[config.mk]
export PLATFORM = sky130hd
export DESIGN_NAME = ordered_list_table_engine_flat
export DESIGN_NICKNAME = d
export VERILOG_FILES = /design/src/rtl/olte_pkg.sv /design/src/rtl/olte_if.sv /design/src/rtl/olte_store.sv /design/src/rtl/olte_alu.sv /design/src/rtl/ordered_list_table_engine.sv /design/src/flat_wrapper.sv
export SDC_FILE = /design/constraint.sdc
export NUM_CORES = 1
export LEC_CHECK = 0
export BUFFER_PORTS_ARGS = -buffer_cell sky130_fd_sc_hd__buf_2
export CORE_MARGIN = 2
export CORE_UTILIZATION = 26
export DETAILED_ROUTE_END_ITERATION = 10
export GPL_ROUTABILITY_DRIVEN = 0
export PLACE_DENSITY_LB_ADDON = 0.3
export SETUP_SLACK_MARGIN = 0.2
export SYNTH_ARGS = -nofsm -noshare
export SYNTH_HDL_FRONTEND = slang
export SYNTH_SLANG_ARGS = --single-unit
[constraint.sdc]
create_clock -name clk_i -period 4 [get_ports clk_i]
set_clock_uncertainty 0.2 [all_clocks]
set_input_delay 0.4 -clock clk_i [delete_from_list [all_inputs] [get_ports clk_i]]
set_output_delay 0.4 -clock clk_i [all_outputs]
set_load 0.01 [all_outputs]
[src/rtl/olte_pkg.sv]
// Shared constants, codes and types for the ordered list table engine.
// No dependencies; every other file refers to it by scoped names.
package olte_pkg;

  // Store geometry
  localparam int CAPACITY = 16;
  localparam int IDX_W    = $clog2(CAPACITY);
  localparam int CNT_W    = $clog2(CAPACITY + 1);

  // Payload widths
  localparam int DATA_W = 32;
  localparam int FUNC_W = 3;
  localparam int POS_W  = 8;
  localparam int STAT_W = 2;

  typedef logic [IDX_W-1:0]         idx_t;
  typedef logic [CNT_W-1:0]         cnt_t;
  typedef logic signed [DATA_W-1:0] data_t;

  // Operation codes
  typedef enum logic [FUNC_W-1:0] {
    FN_APPEND  = 3'd0,
    FN_LIST    = 3'd1,
    FN_SEARCH  = 3'd2,
    FN_DEL_VAL = 3'd3,
    FN_DEL_POS = 3'd4
  } func_e;

  // Status codes
  typedef enum logic [STAT_W-1:0] {
    ST_OK    = 2'd0,
    ST_MISS  = 2'd1,
    ST_FULL  = 2'd2,
    ST_EMPTY = 2'd3
  } status_e;

  // Store access: one write port, one read port
  typedef struct packed {
    logic  we;
    idx_t  waddr;
    data_t wdata;
    idx_t  raddr;
  } mem_req_t;

  // Shared walk unit results
  typedef struct packed {
    cnt_t nxt;     // index plus one
    logic at_end;  // index is the tail entry
    logic eq;      // stored entry equals the key
  } alu_res_t;

endpackage

[src/rtl/olte_if.sv]
// Handshake interfaces for the input and result channels.
// Depends on olte_pkg for payload types.
interface olte_in_if;
  logic                          valid;
  logic                          ready;
  logic [olte_pkg::FUNC_W-1:0]   func;
  logic signed [olte_pkg::DATA_W-1:0] value;
  logic [olte_pkg::POS_W-1:0]    position;

  modport source (output valid, func, value, position, input ready);
  modport sink   (input valid, func, value, position, output ready);
endinterface

interface olte_out_if;
  logic                          valid;
  logic                          ready;
  logic [olte_pkg::STAT_W-1:0]   status;
  logic signed [olte_pkg::DATA_W-1:0] item;
  logic                          last;

  modport source (output valid, status, item, last, input ready);
  modport sink   (input valid, status, item, last, output ready);
endinterface

[src/rtl/olte_store.sv]
// Entry store: one write port, one read port with registered read data.
// Depends on olte_pkg.
module olte_store (
  input  logic               clk_i,
  input  olte_pkg::mem_req_t req_i,
  output olte_pkg::data_t    rdata_o
);

  olte_pkg::data_t mem [olte_pkg::CAPACITY];
  olte_pkg::data_t rdata_q;

  // Write and registered read
  always_ff @(posedge clk_i) begin
    if (req_i.we) begin
      mem[req_i.waddr] <= req_i.wdata;
    end
    rdata_q <= mem[req_i.raddr];
  end

  assign rdata_o = rdata_q;

endmodule

[src/rtl/olte_alu.sv]
// Shared walk unit: index increment, tail compare and key compare.
// Depends on olte_pkg.
module olte_alu (
  input  olte_pkg::idx_t     idx_i,
  input  olte_pkg::cnt_t     count_i,
  input  olte_pkg::data_t    a_i,
  input  olte_pkg::data_t    b_i,
  output olte_pkg::alu_res_t res_o
);

  olte_pkg::cnt_t nxt;

  assign nxt          = olte_pkg::CNT_W'(idx_i) + olte_pkg::CNT_W'(1);
  assign res_o.nxt    = nxt;
  assign res_o.at_end = (nxt == count_i);
  assign res_o.eq     = (a_i == b_i);

endmodule

[src/rtl/ordered_list_table_engine.sv]
// Ordered list table engine top: sequencer, output register, walk unit and store.
// Depends on olte_pkg, olte_if, olte_alu and olte_store.
//
//  port   dir  kind         payload
//  in_i   in   valid/ready  func, value, position
//  out_o  out  valid/ready  status, item, last
//
// Append writes the store and registers its result; search and delete by
// value walk each entry through a read state and a check state, since each
// store read has registered read data. Deletes then move each entry toward
// the head through a read state and a write state (read, write). List all
// steps each entry through read, compare and result, and waits while a result is held.
// in_i.ready is low from an accepted transfer until its last result is taken.
// Reset empties the list at once; no clearing pass is needed.
module ordered_list_table_engine (
  input  logic       clk_i,
  input  logic       rst_ni,
  olte_in_if.sink    in_i,
  olte_out_if.source out_o
);

  typedef enum logic [2:0] {
    S_IDLE,
    S_RD,
    S_CHK,
    S_SHRD,
    S_SHWR,
    S_OUT
  } state_e;

  typedef struct packed {
    olte_pkg::status_e status;
    olte_pkg::data_t   item;
    logic              last;
  } out_t;

  state_e             state_q;
  olte_pkg::cnt_t     count_q;
  olte_pkg::idx_t     idx_q;
  olte_pkg::func_e    func_q;
  olte_pkg::data_t    value_q;
  logic               cont_q;
  logic               out_valid_q;
  out_t               out_q;
  olte_pkg::data_t    rdata;
  olte_pkg::alu_res_t alu;
  olte_pkg::mem_req_t mem_req;
  logic               full;
  logic               empty;

  assign full  = (count_q == olte_pkg::CNT_W'(olte_pkg::CAPACITY));
  assign empty = (count_q == '0);

  // Shared walk unit
  olte_alu u_alu (
    .idx_i   (idx_q),
    .count_i (count_q),
    .a_i     (rdata),
    .b_i     (value_q),
    .res_o   (alu)
  );

  // Store port control
  always_comb begin
    mem_req.we    = (state_q == S_SHWR) ||
                    ((state_q == S_IDLE) && in_i.valid &&
                     (olte_pkg::func_e'(in_i.func) == olte_pkg::FN_APPEND) && !full);
    mem_req.waddr = (state_q == S_SHWR) ? idx_q : count_q[olte_pkg::IDX_W-1:0];
    mem_req.wdata = (state_q == S_SHWR) ? rdata : in_i.value;
    mem_req.raddr = (state_q == S_SHRD) ? alu.nxt[olte_pkg::IDX_W-1:0] : idx_q;
  end

  olte_store u_store (
    .clk_i   (clk_i),
    .req_i   (mem_req),
    .rdata_o (rdata)
  );

  // Sequencer and output register
  always_ff @(posedge clk_i or negedge rst_ni) begin
    if (!rst_ni) begin
      state_q     <= S_IDLE;
      count_q     <= '0;
      idx_q       <= '0;
      func_q      <= olte_pkg::FN_APPEND;
      value_q     <= '0;
      cont_q      <= 1'b0;
      out_valid_q <= 1'b0;
      out_q       <= '{status: olte_pkg::ST_OK, item: '0, last: 1'b0};
    end else begin
      unique case (state_q)
        S_IDLE: begin
          if (in_i.valid) begin
            func_q  <= olte_pkg::func_e'(in_i.func);
            value_q <= in_i.value;
            idx_q   <= '0;
            cont_q  <= 1'b0;
            unique case (olte_pkg::func_e'(in_i.func))
              olte_pkg::FN_APPEND: begin
                if (full) begin
                  out_q <= '{status: olte_pkg::ST_FULL, item: '0, last: 1'b1};
                end else begin
                  count_q <= count_q + olte_pkg::CNT_W'(1);
                  out_q   <= '{status: olte_pkg::ST_OK, item: '0, last: 1'b1};
                end
                out_valid_q <= 1'b1;
                state_q     <= S_OUT;
              end
              olte_pkg::FN_LIST: begin
                if (empty) begin
                  out_q       <= '{status: olte_pkg::ST_EMPTY, item: '0, last: 1'b1};
                  out_valid_q <= 1'b1;
                  state_q     <= S_OUT;
                end else begin
                  state_q <= S_RD;
                end
              end
              olte_pkg::FN_SEARCH, olte_pkg::FN_DEL_VAL: begin
                if (empty) begin
                  out_q       <= '{status: olte_pkg::ST_MISS, item: '0, last: 1'b1};
                  out_valid_q <= 1'b1;
                  state_q     <= S_OUT;
                end else begin
                  state_q <= S_RD;
                end
              end
              olte_pkg::FN_DEL_POS: begin
                if (olte_pkg::POS_W'(count_q) > in_i.position) begin
                  idx_q   <= in_i.position[olte_pkg::IDX_W-1:0];
                  state_q <= S_SHRD;
                end else begin
                  out_q       <= '{status: olte_pkg::ST_MISS, item: '0, last: 1'b1};
                  out_valid_q <= 1'b1;
                  state_q     <= S_OUT;
                end
              end
              default: begin
                out_q       <= '{status: olte_pkg::ST_MISS, item: '0, last: 1'b1};
                out_valid_q <= 1'b1;
                state_q     <= S_OUT;
              end
            endcase
          end
        end

        // Read data is registered; it arrives in the cycle after the address
        S_RD: begin
          state_q <= S_CHK;
        end

        S_CHK: begin
          unique case (func_q)
            olte_pkg::FN_LIST: begin
              out_q       <= '{status: olte_pkg::ST_OK, item: rdata, last: alu.at_end};
              cont_q      <= !alu.at_end;
              out_valid_q <= 1'b1;
              state_q     <= S_OUT;
            end
            olte_pkg::FN_SEARCH: begin
              if (alu.eq) begin
                out_q       <= '{status: olte_pkg::ST_OK, item: rdata, last: 1'b1};
                out_valid_q <= 1'b1;
                state_q     <= S_OUT;
              end else if (alu.at_end) begin
                out_q       <= '{status: olte_pkg::ST_MISS, item: '0, last: 1'b1};
                out_valid_q <= 1'b1;
                state_q     <= S_OUT;
              end else begin
                idx_q   <= alu.nxt[olte_pkg::IDX_W-1:0];
                state_q <= S_RD;
              end
            end
            olte_pkg::FN_DEL_VAL: begin
              if (alu.eq) begin
                state_q <= S_SHRD;
              end else if (alu.at_end) begin
                out_q       <= '{status: olte_pkg::ST_MISS, item: '0, last: 1'b1};
                out_valid_q <= 1'b1;
                state_q     <= S_OUT;
              end else begin
                idx_q   <= alu.nxt[olte_pkg::IDX_W-1:0];
                state_q <= S_RD;
              end
            end
            default: begin
              state_q <= S_IDLE;
            end
          endcase
        end

        // Close the gap: read the following entry, or finish at the tail
        S_SHRD: begin
          if (alu.at_end) begin
            count_q     <= count_q - olte_pkg::CNT_W'(1);
            out_q       <= '{status: olte_pkg::ST_OK, item: '0, last: 1'b1};
            out_valid_q <= 1'b1;
            state_q     <= S_OUT;
          end else begin
            state_q <= S_SHWR;
          end
        end

        // Entry moved down one slot this cycle
        S_SHWR: begin
          idx_q   <= alu.nxt[olte_pkg::IDX_W-1:0];
          state_q <= S_SHRD;
        end

        // Hold the result until the transfer
        S_OUT: begin
          if (out_o.ready) begin
            out_valid_q <= 1'b0;
            if (cont_q) begin
              idx_q   <= alu.nxt[olte_pkg::IDX_W-1:0];
              state_q <= S_RD;
            end else begin
              state_q <= S_IDLE;
            end
          end
        end

        default: begin
          state_q <= S_IDLE;
        end
      endcase
    end
  end

  assign in_i.ready   = (state_q == S_IDLE);
  assign out_o.valid  = out_valid_q;
  assign out_o.status = out_q.status;
  assign out_o.item   = out_q.item;
  assign out_o.last   = out_q.last;

  // Checks
  a_count_bound: assert property (@(posedge clk_i) disable iff (!rst_ni)
    count_q <= olte_pkg::CNT_W'(olte_pkg::CAPACITY))
    else $error("entry count above capacity");

  a_ready_excl: assert property (@(posedge clk_i) disable iff (!rst_ni)
    in_i.ready |-> !out_valid_q)
    else $error("input ready while a result is pending");

  a_write_addr: assert property (@(posedge clk_i) disable iff (!rst_ni)
    mem_req.we |-> (olte_pkg::CNT_W'(mem_req.waddr) <= count_q))
    else $error("store write beyond the tail");

  a_count_change: assert property (@(posedge clk_i) disable iff (!rst_ni)
    !$stable(count_q) |-> ($past(state_q) == S_IDLE || $past(state_q) == S_SHRD))
    else $error("entry count changed mid walk");

  a_partial_ok: assert property (@(posedge clk_i) disable iff (!rst_ni)
    (out_valid_q && !out_q.last) |-> (out_q.status == olte_pkg::ST_OK && cont_q))
    else $error("non-final result outside list walk");

endmodule
[src/flat_wrapper.sv]
// flat-port wrapper written by rule: the top's interface ports become plain ports
module ordered_list_table_engine_flat 
  (clk_i, rst_ni, in_i_valid, in_i_func, in_i_value, in_i_position, in_i_ready, out_o_valid, out_o_status, out_o_item, out_o_last, out_o_ready);
  olte_in_if in_i_i ();
  olte_out_if out_o_i ();
  input  logic clk_i;
  input  logic rst_ni;
  input wire logic [$bits(in_i_i.valid)-1:0] in_i_valid;
  input wire logic [$bits(in_i_i.func)-1:0] in_i_func;
  input wire logic [$bits(in_i_i.value)-1:0] in_i_value;
  input wire logic [$bits(in_i_i.position)-1:0] in_i_position;
  output wire logic [$bits(in_i_i.ready)-1:0] in_i_ready;
  output wire logic [$bits(out_o_i.valid)-1:0] out_o_valid;
  output wire logic [$bits(out_o_i.status)-1:0] out_o_status;
  output wire logic [$bits(out_o_i.item)-1:0] out_o_item;
  output wire logic [$bits(out_o_i.last)-1:0] out_o_last;
  input wire logic [$bits(out_o_i.ready)-1:0] out_o_ready;
  assign in_i_i.valid = in_i_valid;
  assign in_i_i.func = in_i_func;
  assign in_i_i.value = in_i_value;
  assign in_i_i.position = in_i_position;
  assign in_i_ready = in_i_i.ready;
  assign out_o_valid = out_o_i.valid;
  assign out_o_status = out_o_i.status;
  assign out_o_item = out_o_i.item;
  assign out_o_last = out_o_i.last;
  assign out_o_i.ready = out_o_ready;
  ordered_list_table_engine u_core (.clk_i(clk_i), .rst_ni(rst_ni), .in_i(in_i_i), .out_o(out_o_i));
endmodule
Word level (Yosys, flattened, before mapping). Memory sizes are Yosys's and may differ from the RTL's. A register that Yosys moved wholly into a read port is not among the register bits. Index checks and enable logic that the tools add are counted. Widths: inputs -> output; s select.

Memories: 1. Bits in read-only memories: 0. Input port bits: 47. Bits in registers: 84. Bits in latches: 0. RAM bits: 512.

Memories: u_core.u_store.mem (depth 16, bits a word 32, read ports 1, clocked after memory_dff 1, write ports 1, RTL line olte_store.sv:9) `olte_pkg::data_t mem [olte_pkg::CAPACITY];`.

Eq/ne operators: 31. Shift operators: 0. Div/mod/pow operators: 0. Bitwise operators: 0. Reduce and logical (&&, ||, !) cells: 24. Add/subtract/negate cells: 3. Order comparisons: 1. Multipliers: 0. Mux-type cells: 56.

Operator list (count): $mux 35 (9); $pmux 35 s3 (2); $pmux 35 s4 (1); $mux 4 (10); $eq 32x32->1 (1); $mux 32 (1); $mux 3 (7); $mux 5 (4); $eq 3x2->1 const B (6); $pmux 3 s6 (1); $pmux 4 s4 (1); $ne 2x2->1 const B (7); $reduce_and 7->1 (2); $mux 1 (13); $pmux 5 s2 (1); $eq 3x1->1 const B (3); $eq 3x3->1 const B (3); $ne 3x2->1 const B (3); $pmux 3 s3 (1); $gt 5x8->1 (1); $reduce_and 8->1 (1); $reduce_bool 4->1 (2); $logic_not 3->1 (2); $ne 2x1->1 const B (3); 22 further kinds (30).

Longest topological paths before layout.
Word-level depth: 7. Depth in mapped cells: 10.

Hierarchy. A second synthesis with hierarchy kept.

Cell total of the unflattened synthesis: 1255. Area, all modules: 24619.9 µm².

Modules (own cells, without submodules): olte_store (area each 19835.3 µm², times used 1, cells each 838); ordered_list_table_engine (area each 4331.7 µm², times used 1, cells each 361); olte_alu (area each 452.9 µm², times used 1, cells each 56).

Worst setup path before layout. No wires, ideal clock.

Path kind: register -> register. Start: register u_core.state_q[0]. End: memory u_core.u_store.mem[4][0] (netlist bit), enable pin. Stages on the path, launching flop included: 8. Period minus slack after synthesis: 3.515 ns. Buffers on the path: 1. Data required time: 3.379 ns. Slack: 0.485 ns. Library setup time: 0.421 ns. Data arrival time: 2.893 ns. Cells stage by stage: dfrtp_1 > or3_1 > nor2_1 > and3_1 > clkbuf_1 > nand2_1 > o22a_1 > nor2_1.

Cells in the longest elaborated chain, start to end: 7.

Ends and longest elaborated chain: start: declaration (RTL line ordered_list_table_engine.sv:37) `state_e state_q;`; start signal: assignment (RTL line ordered_list_table_engine.sv:82) `state_q <= S_IDLE;`; start signal: assignment (RTL line ordered_list_table_engine.sv:107) `state_q <= S_OUT;`; start signal: assignment (RTL line ordered_list_table_engine.sv:113) `state_q <= S_OUT;`; $logic_not 3->1 (RTL line ordered_list_table_engine.sv:66) `((state_q == S_IDLE) && in_i.valid &&`; $logic_and 1x1->1 (2 in a row) (RTL line ordered_list_table_engine.sv:66); $logic_and 1x1->1 (RTL line ordered_list_table_engine.sv:67) `(olte_pkg::func_e'(in_i.func) == olte_pkg::FN_APPEND) && !full);`; $logic_or 1x1->1 (RTL line ordered_list_table_engine.sv:65) `mem_req.we = (state_q == S_SHWR) ||`; $mux 1 (RTL line olte_store.sv:14) `if (req_i.we) begin`; $mux 1 (not written as such) (RTL line olte_store.sv:15) `mem[req_i.waddr] <= req_i.wdata;`; end: declaration (RTL line olte_store.sv:9).

Several ways; a longest one is shown, not always the timed one.

Worst setup path after layout.
Start: register u_core.state_q[2]. End: register u_core.u_store.rdata_q[7] (netlist: u_core.u_store.rdata_o[7]), read port of u_core.u_store.mem.

Cells in the longest elaborated chain, start to end: 2.

Ends and longest elaborated chain: $eq 3x2->1 (RTL line ordered_list_table_engine.sv:70) `mem_req.raddr = (state_q == S_SHRD) ? alu.nxt[olte_pkg::IDX_W-1:0] : idx_q;`; $mux 4 (RTL line ordered_list_table_engine.sv:70); end: declaration (RTL line olte_store.sv:10) `olte_pkg::data_t rdata_q;`.

Every way passes these cells. A chain may end at the register's enable or synchronous reset.

==> qor.yml <==
die_y_um: 313
grt_max_degree: 53
post_cts_resized: 0
fin_nets: 1479
clk_pin_slew_ns: 0.06
start_kind: "flop"
placed_area_um2: 27300
critical-path-slowest-cell: "mux4_2"
syn-cell-area_um2: 24800
path_common_cell: "mux4_2"
peakVddDrop_uv: 359
via_per_inst: 4.64
drc: 0
finalHoldViolCount: 0
grt_pass1_wl_mm: 94.7
ant_nets: 0
insertion_delay_ns: 0.64
antenna_found_initial: 0
cp_max_fo: 22
synth_cells: 1260
rows: 113
p_leak_nw: 10.0
final_cells: 2738
n_antenna_cell: 0
rsz0062_at_grt: "false"
clockBufferDepth: 3
start_util_pct: 26.2
cp_top_family: "multiplexers"
tns_ns: 0
hold-worst-slack_ns: 0.0475
synth.avg_cell_area_um2: 19.7
io_pins: 84
fin_area_um2: 29700
setup_viol: 0
cts_setup_buffers: 0
cp-end-kind: "flop"
dp.cells: 2587
cts_root_buffer: "clkbuf_16"
postSynth.asyncResetShare_pct: 13.4
ys_warn_count: 0
finalCritPeriodShare_pct: 82.9
relSlewSlack_pct: 26.7
placeableCoreArea_um2: 94700
drive_above_1_share_pct: 30.3
powerDensity_nw_per_um2: 731
p_total_mw: 21.7
finalMaxSlewViolations: 0
ys_ff_latch: 628
drt_wl_total_mm: 66.1
drt_first_pass_iters: 6
yosys_most_used_dff: "edfxtp_1"
grt_pass1_vias: 13000
slowest_delay_ns: 0.55
htreeDepth: 2
area_delta_synth_final_pct: 19.8
yosysUniqueCellTypes: 66
tightest_slew_ns: 1.09
drt_iter0_drc: 1029
via_count: 12700
portBuffers: 83
grt_use_total_pct: 13.4
clock_sinks: 628
cts_hold_buf: 39
synth_edf_count: 512
die_width_um: 313
hpwl_mm: 36.1
cts_tree: "yes"
fmax_mhz: 302
grt_remaining_overflow: 0
hold_class: "input pin to flop"
required_ns: 4.30
post_drt_wl_per_cell_um: 24.1
crit_type: "flop to flop"
outcome: "completed"
crit_path_cell_trace: "and2b_2, nand2_4, clkinv_4, xnor2_2, buf_12, buf_4, mux4_2, mux4_2"
period_minus_slack_ns: 3.31
arrival_ns: 3.62
ys_seq_area_share_pct: 73.1
cap_viol_max_count: 0
cts-buffers-inserted: 59
die_area_um2: 97900
synth_fp_nets: 1317
crit_buf_inv: 3
==> worst register-to-register path, stage by stage, from the launching register on <==
cell and delay [ns]:
dfrtp_1 0.52, and2b_2 0.32, nand2_4 0.12, clkinv_4 0.12, xnor2_2 0.23, buf_12 0.26, buf_4 0.39, mux4_2 0.56
mux4_2 0.46
==> worst paths after layout <==
path,start,to,slack (ns),depth (start not counted)
setup / recovery,u_core.state_q[2]$_DFFE_PN0P_,u_core.u_store.rdata_o[7]$_DFF_P_,0.69,8
hold / removal,in_i_position[2],u_core.idx_q[2]$_DFFE_PN0P_,0.05,4
setup reg to reg,u_core.state_q[2]$_DFFE_PN0P_,u_core.u_store.rdata_o[7]$_DFF_P_,0.69,8
hold reg to reg,u_core.out_o.last$_DFFE_PN0P_,u_core.out_o.last$_DFFE_PN0P_,0.30,1
max in group asynchronous,rst_ni,u_core.value_q[2]$_DFFE_PN0P_,2.59,3
min in group asynchronous,rst_ni,u_core.count_q[0]$_DFFE_PN0P_,0.19,2
==> synth_stat cells, types with 4 or more instances <==
cell,number,area (um2)
clkbuf_1,22,82.6
buf_6,11,124
and3_1,4,25.0
buf_2,9,45.0
a31oi_1,9,56.3
xnor2_1,41,359
nor3_1,9,45.0
a21oi_1,15,75.1
dfxtp_1,32,641
ha_1,9,113
buf_1,8,30.0
nor2b_1,4,25.0
nand3_1,5,25.0
nor2_1,35,131
nand4_1,11,68.8
nand2b_1,7,43.8
buf_4,11,82.6
a22o_1,33,289
mux4_2,160,3600
xor2_1,4,35.0
edfxtp_1,512,15400
inv_1,13,48.8
o21ai_0,11,55.1
nand2_1,111,417
dfrtp_1,84,2100
mux2_2,35,394
==> power breakdown <==
part / internal (mW) / switching (mW)
clock network: 3.36 / 2.49
logic: 3.25 / 3.53
registers: 8.30 / 0.784
==> cells in the final DEF (no fill, tap or decap), types with 14 or more instances in the layout <==
cell type	Yosys	final
a21oi_1	15	14
mux4_2	160	160
mux2_2	35	35
dfxtp_1	32	32
clkbuf_1	22	15
buf_12	0	28
buf_2	9	82
clkbuf_16	0	61
dlygate4sd3_1	0	39
a22o_1	33	33
buf_4	11	14
dfrtp_1	84	84
xnor2_1	41	39
nor2_1	35	17
edfxtp_1	512	512
nor2_4	0	18
nand2_1	111	110
==> cell families after synthesis <==
kind of cell / share of synthesized area, %
DFF: 73.1
and+or+nand+nor: 3.64
muxes: 16.2
AOI/OAI and AO/OA: 3.28
buffers and inverters: 1.74
xor gates and xnor gates: 1.59
adders and majority gates: 0.535
==> flip-flops by register name, summed over array words and instances, names as in the netlist, 2 cells and up <==
signal / count
u_core.u_store.mem: 512
u_core.out_o.item: 32
u_core.count_q: 5
u_core.state_q: 3
u_core.u_store.rdata_o: 32
u_core.idx_q: 4
u_core.func_q: 3
u_core.out_o.status: 2
u_core.value_q: 32
==> per-stage QoR <==
stage,setup WS (ns),utilization (%)
global route,0.501,31.3
CTS,0.669,31.3
detailed placement,0.685,28.8
global placement,0.718,28.8
finish,0.685,31.3
floorplan,0.485,-
==> metal layers <==
metal	track usage [%]	share of wire [%]
met5	0	0
met4	3.01	1.8
met3	2.26	5.4
met2	20.9	46
met1	19.6	47
==> area by class of cell <==
type / count / area, um2
inverter: 15 / 61.3
tap: 1265 / 1580
clock buffer: 88 / 1750
multi-input combinational: 555 / 6430
timing repair buffer: 163 / 1470
fill: 9195 / 65000
clock inverter: 24 / 289
sequential: 628 / 18100
Power figures use the tool's default switching activity.
